`src/hdl/steq_pkg.sv`:
```
// Shared types and constants of the sorted timed event queue.
package steq_pkg;

   localparam int CMD_W      = 2;
   localparam int KIND_W     = 3;
   localparam int TIME_W     = 64;
   localparam int LIS_PORT_W = 8;
   localparam int TAG_PORT_W = 32;
   localparam int LEFT_W     = 6;

   typedef enum logic [CMD_W-1:0] {
      CMD_ADD    = 2'd0,
      CMD_RUN    = 2'd1,
      CMD_REMOVE = 2'd2,
      CMD_CLEAR  = 2'd3
   } cmd_type;

   typedef enum logic [KIND_W-1:0] {
      KIND_ADDED    = 3'd0,
      KIND_REJECTED = 3'd1,
      KIND_FIRED    = 3'd2,
      KIND_NOTHING  = 3'd3,
      KIND_REMOVED  = 3'd4,
      KIND_CLEARED  = 3'd5
   } kind_type;

   typedef enum logic [2:0] {
      ST_IDLE,
      ST_INS_CHK,
      ST_INS_PUT,
      ST_RUN_CHK,
      ST_RUN_END,
      ST_RM_CHK,
      ST_EMIT
   } state_type;

   typedef enum logic [2:0] {
      CUR_HOLD,
      CUR_LAST,
      CUR_ZERO,
      CUR_DEC,
      CUR_INC
   } cur_op_type;

   typedef enum logic [1:0] {
      HOLE_HOLD,
      HOLE_COUNT,
      HOLE_CUR
   } hole_op_type;

   typedef enum logic [1:0] {
      WR_SHIFT,
      WR_NEW,
      WR_CLR
   } wsel_type;

   typedef struct packed {
      logic        capture;
      cur_op_type  cur_op;
      hole_op_type hole_op;
      logic        we;
      wsel_type    wsel;
      logic        pop;
      logic        push;
      logic        clear;
      logic        pend_load;
      logic        pend_clr;
      logic        out_load;
      logic        out_pend;
      kind_type    out_kind;
      logic        out_last;
   } dp_cmd_type;

   typedef struct packed {
      logic full;
      logic empty;
      logic cur_zero;
      logic cur_last;
      logic rd_gt;
      logic rd_due;
      logic rd_lis_nz;
      logic rd_lis_match;
      logic pend_valid;
      logic out_free;
   } dp_stat_type;

endpackage

```
`src/hdl/sorted_timed_event_queue.sv`:
```
// Top level of the sorted timed event queue.
// Add: one queued entry shifted per cycle, tail first, until the new entry's slot is found.
// Run: one due head entry checked per cycle, unless a fired result waits to be emitted.
// Remove: one entry checked per cycle, a matching listener cleared to zero.
// One request in progress at a time; the result register frees the request side.
// Synchronous reset empties the queue at once; entry storage is not cleared.
module sorted_timed_event_queue #(
   parameter int CAPACITY      = 32,
   parameter int LISTENER_BITS = 8,
   parameter int TAG_BITS      = 32
) (
   input  logic                             clock,
   input  logic                             reset,
   input  logic                             req_valid,
   output logic                             req_stall,
   input  logic [steq_pkg::CMD_W-1:0]       req_command,
   input  logic [steq_pkg::TIME_W-1:0]      req_time_value,
   input  logic [steq_pkg::LIS_PORT_W-1:0]  req_listener_id,
   input  logic [steq_pkg::TAG_PORT_W-1:0]  req_data_tag,
   output logic                             rsp_valid,
   input  logic                             rsp_stall,
   output logic [steq_pkg::KIND_W-1:0]      rsp_kind,
   output logic [steq_pkg::LIS_PORT_W-1:0]  rsp_fired_listener,
   output logic [steq_pkg::TAG_PORT_W-1:0]  rsp_fired_tag,
   output logic [steq_pkg::TIME_W-1:0]      rsp_fired_time,
   output logic [steq_pkg::LEFT_W-1:0]      rsp_entries_left,
   output logic                             rsp_last
);

   steq_pkg::dp_cmd_type  dp_cmd;
   steq_pkg::dp_stat_type dp_stat;

   steq_ctrl u_ctrl (
      .clock       (clock),
      .reset       (reset),
      .req_valid   (req_valid),
      .req_command (req_command),
      .req_stall   (req_stall),
      .stat        (dp_stat),
      .cmd         (dp_cmd)
   );

   steq_dpath #(
      .CAPACITY      (CAPACITY),
      .LISTENER_BITS (LISTENER_BITS),
      .TAG_BITS      (TAG_BITS)
   ) u_dpath (
      .clock              (clock),
      .reset              (reset),
      .cmd                (dp_cmd),
      .stat               (dp_stat),
      .req_time_value     (req_time_value),
      .req_listener_id    (req_listener_id),
      .req_data_tag       (req_data_tag),
      .rsp_stall          (rsp_stall),
      .rsp_valid          (rsp_valid),
      .rsp_kind           (rsp_kind),
      .rsp_fired_listener (rsp_fired_listener),
      .rsp_fired_tag      (rsp_fired_tag),
      .rsp_fired_time     (rsp_fired_time),
      .rsp_entries_left   (rsp_entries_left),
      .rsp_last           (rsp_last)
   );

`ifndef SYNTHESIS
   a_no_overwrite: assert property (@(posedge clock) disable iff (reset)
      dp_cmd.out_load |-> dp_stat.out_free)
      else $error("result register overwritten before it was taken");

   a_pop_nonempty: assert property (@(posedge clock) disable iff (reset)
      dp_cmd.pop |-> !dp_stat.empty)
      else $error("entry removed from an empty queue");

   a_push_not_full: assert property (@(posedge clock) disable iff (reset)
      dp_cmd.push |-> !dp_stat.full)
      else $error("entry inserted into a full queue");

   a_single_is_last: assert property (@(posedge clock) disable iff (reset)
      (rsp_valid && (rsp_kind != steq_pkg::KIND_FIRED)) |-> rsp_last)
      else $error("non-fired result without last");
`endif

endmodule

```
`src/hdl/steq_ram.sv`:
```
// Generic simple dual-port RAM with registered read.
module steq_ram #(
   parameter int WIDTH = 8,
   parameter int DEPTH = 32
) (
   input  logic                     clock,
   input  logic                     wr_en,
   input  logic [$clog2(DEPTH)-1:0] wr_addr,
   input  logic [WIDTH-1:0]         wr_data,
   input  logic [$clog2(DEPTH)-1:0] rd_addr,
   output logic [WIDTH-1:0]         rd_data
);

   logic [WIDTH-1:0] mem [DEPTH];
   logic [WIDTH-1:0] rd_data_ff;

   always_ff @(posedge clock) begin
      if (wr_en) begin
         mem[wr_addr] <= wr_data;
      end
      rd_data_ff <= mem[rd_addr];
   end

   assign rd_data = rd_data_ff;

endmodule

```
`src/hdl/steq_ctrl.sv`:
```
// Controller state machine of the sorted timed event queue.
module steq_ctrl (
   input  logic                          clock,
   input  logic                          reset,
   input  logic                          req_valid,
   input  logic [steq_pkg::CMD_W-1:0]    req_command,
   output logic                          req_stall,
   input  steq_pkg::dp_stat_type         stat,
   output steq_pkg::dp_cmd_type          cmd
);

   steq_pkg::state_type state_ff, state_in;
   steq_pkg::kind_type  kind_ff, kind_in;
   steq_pkg::cmd_type   req_cmd;

   assign req_cmd   = steq_pkg::cmd_type'(req_command);
   assign req_stall = (state_ff != steq_pkg::ST_IDLE);

   always_ff @(posedge clock) begin
      if (reset) begin
         state_ff <= steq_pkg::ST_IDLE;
         kind_ff  <= steq_pkg::KIND_ADDED;
      end else begin
         state_ff <= state_in;
         kind_ff  <= kind_in;
      end
   end

   // next state
   always_comb begin
      state_in = state_ff;
      kind_in  = kind_ff;
      unique case (state_ff)
         steq_pkg::ST_IDLE: begin
            if (req_valid) begin
               unique case (req_cmd)
                  steq_pkg::CMD_ADD: begin
                     if (stat.full) begin
                        state_in = steq_pkg::ST_EMIT;
                        kind_in  = steq_pkg::KIND_REJECTED;
                     end else if (stat.empty) begin
                        state_in = steq_pkg::ST_INS_PUT;
                     end else begin
                        state_in = steq_pkg::ST_INS_CHK;
                     end
                  end
                  steq_pkg::CMD_RUN: state_in = steq_pkg::ST_RUN_CHK;
                  steq_pkg::CMD_REMOVE: begin
                     if (stat.empty) begin
                        state_in = steq_pkg::ST_EMIT;
                        kind_in  = steq_pkg::KIND_REMOVED;
                     end else begin
                        state_in = steq_pkg::ST_RM_CHK;
                     end
                  end
                  steq_pkg::CMD_CLEAR: begin
                     state_in = steq_pkg::ST_EMIT;
                     kind_in  = steq_pkg::KIND_CLEARED;
                  end
               endcase
            end
         end
         steq_pkg::ST_INS_CHK: begin
            if (!stat.rd_gt || stat.cur_zero) begin
               state_in = steq_pkg::ST_INS_PUT;
            end
         end
         steq_pkg::ST_INS_PUT: begin
            state_in = steq_pkg::ST_EMIT;
            kind_in  = steq_pkg::KIND_ADDED;
         end
         steq_pkg::ST_RUN_CHK: begin
            if (!stat.rd_due) begin
               state_in = steq_pkg::ST_RUN_END;
            end
         end
         steq_pkg::ST_RUN_END: begin
            if (stat.out_free) begin
               state_in = steq_pkg::ST_IDLE;
            end
         end
         steq_pkg::ST_RM_CHK: begin
            if (stat.cur_last) begin
               state_in = steq_pkg::ST_EMIT;
               kind_in  = steq_pkg::KIND_REMOVED;
            end
         end
         steq_pkg::ST_EMIT: begin
            if (stat.out_free) begin
               state_in = steq_pkg::ST_IDLE;
            end
         end
         default: state_in = steq_pkg::ST_IDLE;
      endcase
   end

   // datapath commands
   always_comb begin
      cmd          = '0;
      cmd.cur_op   = steq_pkg::CUR_HOLD;
      cmd.hole_op  = steq_pkg::HOLE_HOLD;
      cmd.wsel     = steq_pkg::WR_SHIFT;
      cmd.out_kind = kind_ff;
      unique case (state_ff)
         steq_pkg::ST_IDLE: begin
            if (req_valid) begin
               cmd.capture = 1'b1;
               unique case (req_cmd)
                  steq_pkg::CMD_ADD: begin
                     cmd.cur_op  = steq_pkg::CUR_LAST;
                     cmd.hole_op = steq_pkg::HOLE_COUNT;
                  end
                  steq_pkg::CMD_RUN: begin
                     cmd.cur_op   = steq_pkg::CUR_ZERO;
                     cmd.pend_clr = 1'b1;
                  end
                  steq_pkg::CMD_REMOVE: cmd.cur_op = steq_pkg::CUR_ZERO;
                  steq_pkg::CMD_CLEAR:  cmd.clear  = 1'b1;
               endcase
            end
         end
         steq_pkg::ST_INS_CHK: begin
            if (stat.rd_gt) begin
               cmd.we      = 1'b1;
               cmd.wsel    = steq_pkg::WR_SHIFT;
               cmd.hole_op = steq_pkg::HOLE_CUR;
               if (!stat.cur_zero) begin
                  cmd.cur_op = steq_pkg::CUR_DEC;
               end
            end
         end
         steq_pkg::ST_INS_PUT: begin
            cmd.we   = 1'b1;
            cmd.wsel = steq_pkg::WR_NEW;
            cmd.push = 1'b1;
         end
         steq_pkg::ST_RUN_CHK: begin
            if (stat.rd_due) begin
               if (!stat.rd_lis_nz) begin
                  cmd.pop = 1'b1;
               end else if (!stat.pend_valid || stat.out_free) begin
                  cmd.out_load  = stat.pend_valid;
                  cmd.out_pend  = 1'b1;
                  cmd.out_last  = 1'b0;
                  cmd.pend_load = 1'b1;
                  cmd.pop       = 1'b1;
               end
            end
         end
         steq_pkg::ST_RUN_END: begin
            if (stat.out_free) begin
               cmd.out_load = 1'b1;
               cmd.out_pend = stat.pend_valid;
               cmd.out_kind = steq_pkg::KIND_NOTHING;
               cmd.out_last = 1'b1;
            end
         end
         steq_pkg::ST_RM_CHK: begin
            cmd.we   = stat.rd_lis_match;
            cmd.wsel = steq_pkg::WR_CLR;
            if (!stat.cur_last) begin
               cmd.cur_op = steq_pkg::CUR_INC;
            end
         end
         steq_pkg::ST_EMIT: begin
            if (stat.out_free) begin
               cmd.out_load = 1'b1;
               cmd.out_last = 1'b1;
            end
         end
         default: cmd.capture = 1'b0;
      endcase
   end

endmodule

```
`src/hdl/steq_dpath.sv`:
```
// Datapath of the sorted timed event queue: ring storage, pointers, result register.
module steq_dpath #(
   parameter int CAPACITY      = 32,
   parameter int LISTENER_BITS = 8,
   parameter int TAG_BITS      = 32
) (
   input  logic                               clock,
   input  logic                               reset,
   input  steq_pkg::dp_cmd_type               cmd,
   output steq_pkg::dp_stat_type              stat,
   input  logic [steq_pkg::TIME_W-1:0]        req_time_value,
   input  logic [steq_pkg::LIS_PORT_W-1:0]    req_listener_id,
   input  logic [steq_pkg::TAG_PORT_W-1:0]    req_data_tag,
   input  logic                               rsp_stall,
   output logic                               rsp_valid,
   output logic [steq_pkg::KIND_W-1:0]        rsp_kind,
   output logic [steq_pkg::LIS_PORT_W-1:0]    rsp_fired_listener,
   output logic [steq_pkg::TAG_PORT_W-1:0]    rsp_fired_tag,
   output logic [steq_pkg::TIME_W-1:0]        rsp_fired_time,
   output logic [steq_pkg::LEFT_W-1:0]        rsp_entries_left,
   output logic                               rsp_last
);

   localparam int TIME_W     = steq_pkg::TIME_W;
   localparam int LIS_PORT_W = steq_pkg::LIS_PORT_W;
   localparam int TAG_PORT_W = steq_pkg::TAG_PORT_W;
   localparam int LEFT_W     = steq_pkg::LEFT_W;
   localparam int LIS_W  = (LISTENER_BITS < LIS_PORT_W) ? LISTENER_BITS : LIS_PORT_W;
   localparam int TAG_W  = (TAG_BITS < TAG_PORT_W) ? TAG_BITS : TAG_PORT_W;
   localparam int DATA_W = TIME_W + LIS_W + TAG_W;
   localparam int IDX_W  = $clog2(CAPACITY);
   localparam int CNT_W  = $clog2(CAPACITY + 1);

   logic [IDX_W-1:0] head_ff, head_in;
   logic [CNT_W-1:0] count_ff, count_in;
   logic [IDX_W-1:0] cur_ff, cur_in;
   logic [IDX_W-1:0] hole_ff, hole_in;
   logic [CNT_W-1:0] count_m1;

   logic [TIME_W-1:0] tv_ff;
   logic [LIS_W-1:0]  lis_ff;
   logic [TAG_W-1:0]  tag_ff;

   logic              pend_valid_ff, pend_valid_in;
   logic [TIME_W-1:0] pend_time_ff;
   logic [LIS_W-1:0]  pend_lis_ff;
   logic [TAG_W-1:0]  pend_tag_ff;
   logic [CNT_W-1:0]  pend_left_ff;

   logic               out_valid_ff, out_valid_in;
   steq_pkg::kind_type out_kind_ff;
   logic [TIME_W-1:0]  out_time_ff;
   logic [LIS_W-1:0]   out_lis_ff;
   logic [TAG_W-1:0]   out_tag_ff;
   logic [CNT_W-1:0]   out_left_ff;
   logic               out_last_ff;

   logic              wr_en;
   logic [IDX_W-1:0]  wr_addr, rd_addr;
   logic [DATA_W-1:0] wr_data, rd_data;
   logic [TIME_W-1:0] rd_time;
   logic [LIS_W-1:0]  rd_lis;
   logic [TAG_W-1:0]  rd_tag;

   // logical slot to physical address in the ring
   function automatic logic [IDX_W-1:0] ring_addr(input logic [IDX_W-1:0] base,
                                                 input logic [IDX_W-1:0] offs,
                                                 input logic             plus1);
      logic [IDX_W:0] sum;
      sum = {1'b0, base} + {1'b0, offs} + (IDX_W+1)'(plus1);
      if (sum >= (IDX_W+1)'(CAPACITY)) begin
         sum = sum - (IDX_W+1)'(CAPACITY);
      end
      return sum[IDX_W-1:0];
   endfunction

   assign count_m1 = count_ff - CNT_W'(1);

   assign rd_time = rd_data[DATA_W-1 -: TIME_W];
   assign rd_lis  = rd_data[TAG_W +: LIS_W];
   assign rd_tag  = rd_data[TAG_W-1:0];

   always_comb begin
      head_in  = head_ff;
      count_in = count_ff;
      if (cmd.clear) begin
         head_in  = '0;
         count_in = '0;
      end else if (cmd.pop) begin
         head_in  = (head_ff == IDX_W'(CAPACITY - 1)) ? '0 : head_ff + IDX_W'(1);
         count_in = count_m1;
      end else if (cmd.push) begin
         count_in = count_ff + CNT_W'(1);
      end
   end

   always_comb begin
      unique case (cmd.cur_op)
         steq_pkg::CUR_HOLD: cur_in = cur_ff;
         steq_pkg::CUR_LAST: cur_in = count_m1[IDX_W-1:0];
         steq_pkg::CUR_ZERO: cur_in = '0;
         steq_pkg::CUR_DEC:  cur_in = cur_ff - IDX_W'(1);
         steq_pkg::CUR_INC:  cur_in = cur_ff + IDX_W'(1);
         default:            cur_in = cur_ff;
      endcase
   end

   always_comb begin
      unique case (cmd.hole_op)
         steq_pkg::HOLE_HOLD:  hole_in = hole_ff;
         steq_pkg::HOLE_COUNT: hole_in = count_ff[IDX_W-1:0];
         steq_pkg::HOLE_CUR:   hole_in = cur_ff;
         default:              hole_in = hole_ff;
      endcase
   end

   // read address follows the next pointers so that rd_data matches cur_ff
   assign rd_addr = ring_addr(head_in, cur_in, 1'b0);
   assign wr_en   = cmd.we;

   always_comb begin
      unique case (cmd.wsel)
         steq_pkg::WR_SHIFT: begin
            wr_addr = ring_addr(head_ff, cur_ff, 1'b1);
            wr_data = rd_data;
         end
         steq_pkg::WR_NEW: begin
            wr_addr = ring_addr(head_ff, hole_ff, 1'b0);
            wr_data = {tv_ff, lis_ff, tag_ff};
         end
         steq_pkg::WR_CLR: begin
            wr_addr = ring_addr(head_ff, cur_ff, 1'b0);
            wr_data = {rd_time, {LIS_W{1'b0}}, rd_tag};
         end
         default: begin
            wr_addr = ring_addr(head_ff, cur_ff, 1'b0);
            wr_data = rd_data;
         end
      endcase
   end

   steq_ram #(
      .WIDTH (DATA_W),
      .DEPTH (CAPACITY)
   ) u_ram (
      .clock   (clock),
      .wr_en   (wr_en),
      .wr_addr (wr_addr),
      .wr_data (wr_data),
      .rd_addr (rd_addr),
      .rd_data (rd_data)
   );

   always_comb begin
      pend_valid_in = pend_valid_ff;
      if (cmd.pend_clr) begin
         pend_valid_in = 1'b0;
      end else if (cmd.pend_load) begin
         pend_valid_in = 1'b1;
      end
   end

   always_comb begin
      out_valid_in = out_valid_ff;
      if (cmd.out_load) begin
         out_valid_in = 1'b1;
      end else if (!rsp_stall) begin
         out_valid_in = 1'b0;
      end
   end

   always_ff @(posedge clock) begin
      if (reset) begin
         head_ff       <= '0;
         count_ff      <= '0;
         cur_ff        <= '0;
         hole_ff       <= '0;
         pend_valid_ff <= 1'b0;
         out_valid_ff  <= 1'b0;
      end else begin
         head_ff       <= head_in;
         count_ff      <= count_in;
         cur_ff        <= cur_in;
         hole_ff       <= hole_in;
         pend_valid_ff <= pend_valid_in;
         out_valid_ff  <= out_valid_in;
      end
   end

   always_ff @(posedge clock) begin
      if (cmd.capture) begin
         tv_ff  <= req_time_value;
         lis_ff <= req_listener_id[LIS_W-1:0];
         tag_ff <= req_data_tag[TAG_W-1:0];
      end
      if (cmd.pend_load) begin
         pend_time_ff <= rd_time;
         pend_lis_ff  <= rd_lis;
         pend_tag_ff  <= rd_tag;
         pend_left_ff <= count_m1;
      end
      if (cmd.out_load) begin
         out_last_ff <= cmd.out_last;
         if (cmd.out_pend) begin
            out_kind_ff <= steq_pkg::KIND_FIRED;
            out_time_ff <= pend_time_ff;
            out_lis_ff  <= pend_lis_ff;
            out_tag_ff  <= pend_tag_ff;
            out_left_ff <= pend_left_ff;
         end else begin
            out_kind_ff <= cmd.out_kind;
            out_time_ff <= '0;
            out_lis_ff  <= '0;
            out_tag_ff  <= '0;
            out_left_ff <= count_ff;
         end
      end
   end

   assign stat.full         = (count_ff == CNT_W'(CAPACITY));
   assign stat.empty        = (count_ff == '0);
   assign stat.cur_zero     = (cur_ff == '0);
   assign stat.cur_last     = (CNT_W'(cur_ff) == count_m1);
   assign stat.rd_gt        = (rd_time > tv_ff);
   assign stat.rd_due       = (count_ff != '0) && (rd_time <= tv_ff);
   assign stat.rd_lis_nz    = (rd_lis != '0);
   assign stat.rd_lis_match = (rd_lis == lis_ff);
   assign stat.pend_valid   = pend_valid_ff;
   assign stat.out_free     = !out_valid_ff || !rsp_stall;

   assign rsp_valid          = out_valid_ff;
   assign rsp_kind           = out_kind_ff;
   assign rsp_fired_listener = LIS_PORT_W'(out_lis_ff);
   assign rsp_fired_tag      = TAG_PORT_W'(out_tag_ff);
   assign rsp_fired_time     = out_time_ff;
   assign rsp_entries_left   = LEFT_W'(out_left_ff);
   assign rsp_last           = out_last_ff;

endmodule

```
`config.mk`:
```
export PLATFORM = sky130hd
export DESIGN_NAME = sorted_timed_event_queue
export DESIGN_NICKNAME = d
export VERILOG_FILES = /design/src/hdl/steq_pkg.sv /design/src/hdl/sorted_timed_event_queue.sv /design/src/hdl/steq_ram.sv /design/src/hdl/steq_ctrl.sv /design/src/hdl/steq_dpath.sv
export SDC_FILE = /design/constraint.sdc
export NUM_CORES = 2
export LEC_CHECK = 0
export ABC_AREA = 1
export BUFFER_PORTS_ARGS = -buffer_cell sky130_fd_sc_hd__buf_4
export CAP_MARGIN = 20
export CORE_UTILIZATION = 55
export CTS_BUF_LIST = sky130_fd_sc_hd__clkbuf_8
export CTS_CLUSTER_SIZE = 8
export DETAILED_ROUTE_END_ITERATION = 16
export MAX_ROUTING_LAYER = met4
export PLACE_DENSITY = 0.71
export RECOVER_POWER = 25
export SYNTH_ARGS = -nofsm -noshare
export SYNTH_HDL_FRONTEND = slang
export SYNTH_SLANG_ARGS = --single-unit
```
`constraint.sdc`:
```
create_clock -name clock -period 10.8 [get_ports clock]
set_input_delay 0.54 -clock clock [delete_from_list [all_inputs] [get_ports clock]]
set_output_delay 0.54 -clock clock [all_outputs]
set_load 0.02 [all_outputs]
```
==> metrics.md <==
| Metric | Value |
|---|---|
| Total die area | 270100 µm² |
| Slew Viols, Final | 276 |
| DP HPWL | 201200 µm |
| Die height | a little over 500 µm |
| Initial Util | 55.47% |
| # rows | between 150 and 200 |
| Slew headroom | -172.5% |
| Status | finished, violations left |
| Pleak | 0.05569 µW |
| CTS max path bufs | 4 |
| Synth unique cells | 44 |
| Total CTS buffers | 605 |
| RSZ-0062 raised after global routing | false |
| Post-Syn Area per Cell | 13.51 µm² |
| Area grow syn2layout | 11.45% |
| Drt pass-1 iters | 8 |
| Total gr overflow | 0 |
| Ports | roughly 230 |
| Achievable Freq | 123.6 MHz |
| Core Box Area | 265800 µm² |
| Max Clock Skew | 0.1072 ns |
| Placer Congestion | ~0.86 |
| WS Path Type | flip-flop to flip-flop |
| DR vias/cell | 6.433 |
| Mapped cell area | 147400 µm² |
| Vias in the first global route | 94.82k |
| PortBufs | 225 |
| Post-synth top flop | edfxtp_1 |
| Cell Pwr Density | 342.6 nW/µm² |
| Max Cap Violations | 8 |
| Total Nets Final | 11.52k |
| Clock-pin slew on the worst setup and hold paths | 0.06 ns |
| Net Count, Synth | 11.12k |
| Vias | 98.44k |
| Yosys warnings | 0 |
| TritonCTS Sinks | 3788 |
| Synth area leader | edfxtp_1 |
| Initial DRC Count | 15.46k |
| Die W | around 520 µm |
| WL/cell | approximately 28 µm |
| HP Class | input port to flip-flop |
| FF+latch count, synth | 3788 |
| Worst Max-Slew Pin Slew | 4.087 ns |
| Post-layout min period | 8.090 ns |
| Initial antenna violation count | 19 |
| Post-DRT Antenna Nets | 0 |
| CTS Root Cell | clkbuf_8 |
| # H-tree levels | 6 |
| Largest net degree at the start of global routing | 257 |
| Clk_lat worst skew | 1.10 ns |
| Drc violations | 0 |
| Crit path max fanout | 73 |
| Failing checks | capacitance limit, slew limit |
| Seq/Total Area, Yosys | between 70% and 80% |
| Synth top area share | between 70% and 80% |
| # resized after CTS | 0 |
| Ys async rst share | 0% |
| Post-synth EDFFs | 3656 |
| Crit path capture type | flip-flop |
| Setup_tns | 0 ns |
| Data required time of the critical path | 11.75 ns |
| First-pass GRT wire length | a little over 600000 µm |
| Synth area leaders | edfxtp_1 74%, o21ai_0 6.4%, nor2_1 4.3% |
| Layout cells sized above 1 | 8.597% |
| Hold slack | 0.1078 ns |
| Instance count of the mapped netlist | 10.92k |
| Detailed Route WL | 430200 µm |
| Period utilization | 74.91% |
| CP Launch Type | flip-flop |
| Worst vdd ir | around 0.73 mV |
| Overall routing resource usage | 32.07% |
| Hold Fails Final Rpt | 0 |
| Setup Viol. Count Final | 0 |
| Worst EP arrival | 9.04 ns |
| CTS tree | yes |
-- kinds of logic after synthesis --
family	after synthesis	synth area share [%]
buffers and inverters	1077	2.807
and+or+nand+nor	2716	7.152
AOI/OAI and AO/OA	3218	12.82
xor gates and xnor gates	24	0.1477
adders and majority gates	94	0.8181
DFF	3788	76.25
-- per-stage QoR --
step                cell area, µm²  power (µW)  util (%)  std cells  setup slack [ns]
floorplan                   147400       37180         -      10920             1.317
global placement            152900       43970     57.53      14110             3.152
detailed placement          153000       44870     57.55      14110             3.020
CTS                         164900       55930     62.03      15270             3.017
global route                164300       59150     61.82      15300             2.350
finish                      164300       56300     61.82      15300             2.710
-- flip-flops by register name, indices dropped and copies added, names as in the netlist, 2 cells and up --
name	cells
u_dpath.head_ff	5
u_dpath.rsp_fired_listener	8
u_dpath.rsp_kind	3
u_dpath.hole_ff	5
u_ctrl.state_ff	3
u_dpath.pend_time_ff	64
u_dpath.rsp_entries_left	6
u_dpath.pend_tag_ff	32
u_dpath.pend_left_ff	6
u_dpath.u_ram.mem	3328
u_dpath.tv_ff	64
u_dpath.rsp_fired_time	64
u_dpath.rsp_fired_tag	32
u_dpath.cur_ff	5
u_dpath.lis_ff	8
u_ctrl.kind_ff	2
u_dpath.count_ff	6
u_dpath.tag_ff	32
u_dpath.pend_lis_ff	8
u_dpath.u_ram.rd_data	104
-- power by group --
group / internal (µW) / switching (µW) / total (µW)
logic: 6280 / 17600 / 23900
clock network: 5590 / 5570 / 11200
registers: 20600 / 638 / 21200
total: 32500 / 23800 / 56300
-- critical path: stages (launching register included) --
cell and delay [ns]:
edfxtp_1 0.35, inv_1 0.09, ha_1 0.26, a21oi_1 0.71, o21ai_0 0.22, a21oi_1 0.48, nand2_1 0.16, nand2_1 0.09
nand2_1 0.09, nand2_1 0.09, nand2_1 0.10, nand2_1 0.12, nand3_1 0.36, o21ai_0 0.52, nor3_1 0.13, ha_1 0.31
inv_1 0.18, o21bai_1 0.10, a31oi_1 0.22, inv_1 0.06, nand4_1 0.08, nand2_1 0.11, inv_1 0.16, nand2_8 0.67
nand2_8 1.07, buf_4 0.85, nand2_1 0.12, nand2_1 0.21
-- final timing paths --
| path | slack [ns] | cells past startpoint | from | end |
|---|---|---|---|---|
| worst min register to register | 0.44 | 0 | u_dpath.u_ram.rd_data[6]$_DFF_P_ | u_dpath.pend_tag_ff[6]$_DFFE_PP_ |
| worst min-delay path | 0.11 | 4 | req_command[1] | u_dpath.pend_valid_ff$_SDFFE_PP0P_ |
| worst max register to register | 2.71 | 27 | u_dpath.tv_ff[15]$_DFFE_PP_ | u_dpath.u_ram.rd_data[68]$_DFF_P_ |
| worst max-delay path | 2.71 | 27 | u_dpath.tv_ff[15]$_DFFE_PP_ | u_dpath.u_ram.rd_data[68]$_DFF_P_ |
-- cells in the final DEF (no fill, tap or decap), drive strengths merged, types with 90 or more instances in the layout --
cell         netlist  final
dfxtp            132    132
nand3            187    187
o221ai           408    408
ha                90     90
inv              312    628
a21oi            307    307
o21ai           1885   1885
clkbuf           687    917
edfxtp          3656   3656
o22ai            328    328
dlygate4sd3        0    106
buf               76    176
nor2            1690   1690
nand2            799    799
-- Yosys cell counts (all sizes together), types with 4 or more instances --
cell    count
edfxtp   3656
o21ai    1885
nor2     1690
nand2     799
clkbuf    687
o221ai    408
o22ai     328
inv       312
a21oi     307
nand3     187
dfxtp     132
ha         90
o211ai     79
buf        76
a31oi      73
a221o      65
a221oi     40
a21o       18
xor2       18
nor3       15
nand4      14
nor4        6
xnor2       6
a22o        5
o21a        5
fa          4
-- repair_timing --
item / 4_1_cts / 5_1_grt
hold endpoints to repair: 120 / 0
hold buffers: 106 / 0
buffers inserted: 0 / 0
-- layer usage --
metal | GRT usage, % | share of wire, % | vias up
li1 | - | - | 41800
met1 | 42.63 | 37 | 48480
met2 | 48.59 | 46 | 6918
met3 | 6.079 | 13 | 1245
met4 | 14.00 | 4.8 | 0
met5 | - | 0 | -
-- cell type report --
type                       instances  area [µm²]
timing repair buffer             551        4167
sequential                      3788      112400
clock buffer                     648        8919
antenna                           10       25.02
fill                           19580      101500
multi-input combinational       6052       31230
clock inverter                   407        1912
inverter                         314        1221
tap                             3533        4420
(Power assumes the default switching activity.)
